`src/rtl/lz77_window_decompressor_macros.svh`:
```
// Assertion macros shared by the lz77_window_decompressor RTL.
// No dependencies; files that check their own logic include this header.
`ifndef LZ77_WINDOW_DECOMPRESSOR_MACROS_SVH
`define LZ77_WINDOW_DECOMPRESSOR_MACROS_SVH

// Same-cycle implication, checked outside reset.
`define LZWD_ASSERT_NOW(label, ante, cons, msg) \
    label: assert property (@(posedge i_clk) disable iff (!i_rst_n) \
        (ante) |-> (cons)) else $error(msg);

// Next-cycle implication, checked outside reset.
`define LZWD_ASSERT_NEXT(label, ante, cons, msg) \
    label: assert property (@(posedge i_clk) disable iff (!i_rst_n) \
        (ante) |=> (cons)) else $error(msg);

`endif

```
`src/rtl/lzwd_pkg.sv`:
```
// Shared constants and controller/datapath interface types for the LZ77 decompressor.
// No dependencies.
`timescale 1ns / 1ps

package lzwd_pkg;

    localparam int LZWD_DEPTH   = 4096;          // history window bytes
    localparam int LZWD_PTR_W   = 12;            // ring pointer width
    localparam int LZWD_SIZE_W  = 24;            // declared size width
    localparam int LZWD_CNT_W   = 5;             // copy length counter (3..18)
    localparam int LZWD_FLAG_W  = 4;             // flags-left counter

    localparam logic [7:0]             LZWD_TYPE_LZ77  = 8'h10;
    localparam logic [LZWD_CNT_W-1:0]  LZWD_MIN_MATCH  = 5'd3;
    localparam logic [LZWD_FLAG_W-1:0] LZWD_GROUP_SIZE = 4'd8;

    // Controller -> datapath commands
    typedef struct packed {
        logic clr_block;   // block start: drop flags, declared size and remaining count
        logic ld_size0;
        logic ld_size1;
        logic ld_size2;
        logic ld_flags;
        logic ld_tok;      // first token byte
        logic ld_dist;     // second token byte: set source pointer and length
        logic rd_ring;     // read history at source pointer
        logic emit_lit;
        logic emit_copy;
        logic emit_err;
        logic emit_empty;
        logic adv_flag;    // item done: shift flag byte
    } t_lzwd_cmd;

    // Datapath -> controller status
    typedef struct packed {
        logic out_free;    // output register can take a result this cycle
        logic hdr_ok;      // input byte is the LZ77 type code
        logic size_zero;   // declared size with this byte is zero
        logic flag_msb;    // current item is a token
        logic last_flag;   // this is the last item of the flag group
        logic rem_one;     // one output byte left in the block
        logic cnt_one;     // one byte left in the current copy
    } t_lzwd_status;

endpackage

```
`src/rtl/lzwd_ctrl.sv`:
```
// Controller of the LZ77 decompressor: header, flag group, item and copy sequencing.
// Depends on lzwd_pkg.
`timescale 1ns / 1ps
`include "lz77_window_decompressor_macros.svh"

module lzwd_ctrl (
    input  logic                   i_clk,
    input  logic                   i_rst_n,
    input  logic                   i_s_tvalid,
    input  logic                   i_start,
    output logic                   o_s_tready,
    input  lzwd_pkg::t_lzwd_status i_status,
    output lzwd_pkg::t_lzwd_cmd    o_cmd
);
    import lzwd_pkg::*;

    typedef enum logic [3:0] {
        S_IDLE, S_SIZE0, S_SIZE1, S_SIZE2, S_FLAGS, S_ITEM, S_TOKEN,
        S_COPY_RD, S_COPY_WR
    } t_state;

    t_state r_state;
    t_state n_state;
    t_state after_item;
    logic   in_phase;
    logic   acc;

    assign in_phase   = (r_state != S_COPY_RD) && (r_state != S_COPY_WR);
    assign o_s_tready = in_phase && i_status.out_free;
    assign acc        = i_s_tvalid && o_s_tready;

    always_comb begin
        if (i_status.rem_one) begin
            after_item = S_IDLE;
        end else if (i_status.last_flag) begin
            after_item = S_FLAGS;
        end else begin
            after_item = S_ITEM;
        end
    end

    always_comb begin
        o_cmd   = '0;
        n_state = r_state;
        if (acc && i_start) begin
            o_cmd.clr_block = 1'b1;
            if (i_status.hdr_ok) begin
                n_state = S_SIZE0;
            end else begin
                o_cmd.emit_err = 1'b1;
                n_state        = S_IDLE;
            end
        end else begin
            case (r_state)
                S_IDLE: begin
                    n_state = S_IDLE;
                end
                S_SIZE0: begin
                    if (acc) begin
                        o_cmd.ld_size0 = 1'b1;
                        n_state        = S_SIZE1;
                    end
                end
                S_SIZE1: begin
                    if (acc) begin
                        o_cmd.ld_size1 = 1'b1;
                        n_state        = S_SIZE2;
                    end
                end
                S_SIZE2: begin
                    if (acc) begin
                        o_cmd.ld_size2 = 1'b1;
                        if (i_status.size_zero) begin
                            o_cmd.emit_empty = 1'b1;
                            n_state          = S_IDLE;
                        end else begin
                            n_state = S_FLAGS;
                        end
                    end
                end
                S_FLAGS: begin
                    if (acc) begin
                        o_cmd.ld_flags = 1'b1;
                        n_state        = S_ITEM;
                    end
                end
                S_ITEM: begin
                    if (acc) begin
                        if (i_status.flag_msb) begin
                            o_cmd.ld_tok = 1'b1;
                            n_state      = S_TOKEN;
                        end else begin
                            o_cmd.emit_lit = 1'b1;
                            o_cmd.adv_flag = 1'b1;
                            n_state        = after_item;
                        end
                    end
                end
                S_TOKEN: begin
                    if (acc) begin
                        o_cmd.ld_dist = 1'b1;
                        n_state       = S_COPY_RD;
                    end
                end
                S_COPY_RD: begin
                    o_cmd.rd_ring = 1'b1;
                    n_state       = S_COPY_WR;
                end
                S_COPY_WR: begin
                    if (i_status.out_free) begin
                        o_cmd.emit_copy = 1'b1;
                        if (i_status.cnt_one || i_status.rem_one) begin
                            o_cmd.adv_flag = 1'b1;
                            n_state        = after_item;
                        end else begin
                            n_state = S_COPY_RD;
                        end
                    end
                end
                default: begin
                    n_state = S_IDLE;
                end
            endcase
        end
    end

    always_ff @(posedge i_clk) begin
        if (!i_rst_n) begin
            r_state <= S_IDLE;
        end else begin
            r_state <= n_state;
        end
    end

    `LZWD_ASSERT_NEXT(a_read_then_write, r_state == S_COPY_RD, r_state == S_COPY_WR, "copy read not followed by write")
    `LZWD_ASSERT_NEXT(a_copy_continues, o_cmd.emit_copy && !o_cmd.adv_flag, r_state == S_COPY_RD, "copy stopped early")
    `LZWD_ASSERT_NOW(a_no_input_in_copy, r_state == S_COPY_RD || r_state == S_COPY_WR, !o_s_tready, "input taken during copy")

endmodule

```
`config.mk`:
```
export PLATFORM = sky130hd
export DESIGN_NAME = lzwd_ctrl
export DESIGN_NICKNAME = d
export VERILOG_FILES = /design/src/rtl/lzwd_pkg.sv /design/src/rtl/lzwd_ctrl.sv
export VERILOG_INCLUDE_DIRS = /design/src /design/src/rtl
export SDC_FILE = /design/constraint.sdc
export NUM_CORES = 1
export LEC_CHECK = 0
export BUFFER_PORTS_ARGS = -buffer_cell sky130_fd_sc_hd__clkbuf_2
export CAP_MARGIN = 20
export CELL_PAD_IN_SITES_DETAIL_PLACEMENT = 0
export CELL_PAD_IN_SITES_GLOBAL_PLACEMENT = 1
export CORE_AREA = 4 4 51 53
export DETAILED_ROUTE_END_ITERATION = 12
export DIE_AREA = 0 0 55 57
export PLACE_DENSITY = 0.75
export SLEW_MARGIN = 20
export SYNTH_ARGS = -nofsm -noshare
export SYNTH_HDL_FRONTEND = slang
export SYNTH_SLANG_ARGS = --single-unit
```
`constraint.sdc`:
```
create_clock -name i_clk -period 1.8 [get_ports i_clk]
set_input_delay 0.36 -clock i_clk [delete_from_list [all_inputs] [get_ports i_clk]]
set_output_delay 0.36 -clock i_clk [all_outputs]
set_load 0.05 [all_outputs]
```
==> results.json <==
{
  "crit_path_max_fanout": 4,
  "regMostFlops": "r_state",
  "switchingPower_mw": 0.1026,
  "detail_route.iter0.violations": 9,
  "whs_path_depth": 3,
  "finalSetupTns_ns": -3.709,
  "die_w_um": 55,
  "timing.hold.ws_ns": 0.4044,
  "r2r-start": "r_state[2]$_SDFFE_PN0P_",
  "clock-sinks": 4,
  "worstHoldEndpoint": "r_state[3]$_SDFFE_PN0P_",
  "synth_cell_type_count": 34,
  "grt_max_degree": 10,
  "clkPwrFrac_pct": 33.3,
  "power.share.switching_pct": 31.70,
  "required_ns": 1.44,
  "num_io_pins": 25,
  "core_um2": 2148,
  "finalPower_mw": 0.3238,
  "dp_hpwl_mm": 1.503,
  "postLayoutCoreUtil_pct": 59.70,
  "grt_overflow": 0,
  "firstDrtPassIters": 4,
  "rsz0062_at_grt": "true",
  "largest_reg_flops": 4,
  "finalCritPeriodShare_pct": 120.7,
  "crit_path_end_kind": "output pin",
  "vias": 775,
  "fin_nets": 146,
  "rows": 17,
  "drive_gt1_share_pct": 66.17,
  "path_class": "reg -> out",
  "via_per_inst": 4.814,
  "period_needed_ns": 2.173,
  "clk_pin_slew_worst_paths_ns": 0.04,
  "hp-start": "i_rst_n",
  "grt_pass1_wl_mm": 3.429,
  "initial_core_util_pct": 25.80,
  "violations": "setup timing",
  "grt_pass1_vias": 774,
  "ant_nets": 0,
  "dp_cells": 146,
  "synth_area_um2": 554.3,
  "worst_pin_slew_ns": 0.4067,
  "yosysWarnings": 0,
  "fmax_mhz": 460.1,
  "hold_path.class": "in -> reg",
  "numCtsBuffers": 3,
  "fin_area_um2": 1282,
  "place.gp.congestion": 0.7914,
  "dpl_cell_area_um2": 1032,
  "drc_errors": 0,
  "clock_path_buffers": 2,
  "grtUsageTotal_pct": 14.46,
  "dp_slack_ns": -0.2410,
  "finalHoldViolCount": 0,
  "cts_max_level": 1,
  "cts_tree": "built",
  "fin_skew_ns": 0.005563,
  "slew_headroom_pct": 72.77,
  "wire_per_inst_um": 13.09,
  "cts_root_buf": "clkbuf_4",
  "routed_wl_mm": 2.107,
  "clk_latency_ns": 0.23,
  "p_int_mw": 0.2211,
  "cp-start-kind": "register",
  "ys_seq_area_share_pct": 14.45,
  "crit_arrival_ns": 1.81,
  "reg2reg_depth": 7,
  "report.final.setup_viol": 13,
  "portBuffers": 24,
  "final_cell_count_no_fill": 161,
  "syn2layout_area_growth_pct": 131.4,
  "syn_nets": 90,
  "power_frac_seq_pct": 28.0,
  "dieArea_um2": 3135,
  "diodes": 0,
  "status": "finished with violations",
  "power_density_nw_per_um2": 252.5,
  "p_leak_nw": 0.5486,
  "synthCells": 79,
  "hold_buffers": 0,
  "rrSetupSlack_ns": 0.12,
  "drv_slew": 0,
  "ys_ff_latch": 4,
  "setup_slack_ns": -0.3734,
  "ir_drop_uv": 441.4,
  "combPwrFrac_pct": 38.7,
  "syn_area_per_cell_um2": 7.016,
  "die_h_um": 57,
  "top_regs": "r_state x4",
  "r2r_end": "r_state[2]$_SDFFE_PN0P_",
  "antenna_found_initial": 0,
  "drv_cap": 0
}
## layout by cell type, fill, tap and decap left out, drive strengths merged
| cell type | count |
|---|---|
| nor3 | 8 |
| nand2b | 3 |
| nor2 | 14 |
| o31ai | 1 |
| a32o | 2 |
| o41ai | 1 |
| nor4 | 1 |
| o32ai | 1 |
| dfxtp | 4 |
| o21ai | 5 |
| inv | 5 |
| o2111a | 1 |
| and3 | 1 |
| nand2 | 9 |
| nor2b | 1 |
| clkbuf | 18 |
| a21bo | 1 |
| o21a | 1 |
| or3 | 2 |
| buf | 41 |
| or4b | 1 |
| nand3 | 1 |
| nor3b | 2 |
| o22a | 1 |
| and4b | 1 |
| a21oi | 6 |
| nor4b | 1 |
## worst max-delay path by stage
stage                                  startpoint   endpoint  slack [ns]
after global placement    r_state[2]$_SDFFE_PN0P_   o_cmd[0]       -0.22
after detailed placement  r_state[2]$_SDFFE_PN0P_   o_cmd[0]       -0.24
after CTS                 r_state[2]$_SDFFE_PN0P_  o_cmd[11]       -0.44
after global routing      r_state[3]$_SDFFE_PN0P_   o_cmd[1]       -0.46
after floorplan           r_state[1]$_SDFFE_PN0P_   o_cmd[0]       -0.41
final                     r_state[2]$_SDFFE_PN0P_   o_cmd[9]       -0.37
## cell families after synthesis
group	count (synthesis)	share of synthesized area, %
buf+inv	10	9.930
simple gates	45	50.79
flops	4	14.45
compound gates	20	24.83
## final cells by class
type	count	area (µm²)
sequential	4	90.09
timing repair buffer	56	573.1
tap	28	35.03
clock buffer	3	22.52
fill	182	865.8
multi-input combinational	65	540.5
inverter	5	21.27
## per-layer routing
| layer | track usage [%] | vias up | wire, µm |
|---|---|---|---|
| met1 | 18.69 | 361 | 869 |
| met5 | 0 | - | 0 |
| met4 | 4.167 | 0 | 17 |
| li1 | - | 391 | - |
| met3 | 1.828 | 2 | 90 |
| met2 | 24.49 | 21 | 1130 |
## what timing repair did
item,in CTS,in global routing
setup buffers,10,7
setup endpoints to repair,13,17
pin swaps,11,8
resized for setup,28,9
## synth_stat cells
master	instances	area, µm²
nor4_2	1	12.51
nor2_1	13	48.80
nor4b_4	1	23.77
o21ai_0	3	15.01
or4b_1	1	10.01
nor2_2	1	6.260
o21ai_1	2	10.01
nand2_2	1	6.260
o2111a_1	1	11.26
o41ai_1	1	8.760
buf_6	2	22.52
or3_4	1	11.26
inv_2	1	3.750
a21bo_1	1	10.01
o22a_1	1	8.760
or3_1	1	6.260
and3_1	1	6.260
nand3_1	1	5.000
nand2_1	8	30.03
nor2b_1	1	6.260
a21oi_1	6	30.03
nor3_2	5	50.05
buf_2	2	10.01
o31ai_1	1	7.510
nand2b_1	3	18.77
dfxtp_1	4	80.08
nor3b_1	2	15.01
inv_1	4	15.01
a32o_1	2	20.02
and4b_1	1	10.01
clkbuf_1	1	3.750
o32ai_1	1	8.760
nor3_1	3	15.01
o21a_1	1	7.510
## power by group through the flow
stage                     combinational, mW  clock, mW  sequential [mW]
after floorplan                      0.0571          0           0.0938
after global placement               0.0990          0           0.0944
after detailed placement             0.0998          0           0.0945
after CTS                             0.120      0.113           0.0906
after global routing                  0.134      0.119           0.0909
final                                 0.125      0.108           0.0907
## worst max-delay path, stage by stage (launching register included)
cell	delay, ns
dfxtp_4	0.34
and4b_2	0.26
or3_4	0.36
nor2_4	0.13
nand2_4	0.10
buf_4	0.16
nor2_4	0.09
buf_12	0.14
No activity file was read; power rests on OpenSTA's default activity.
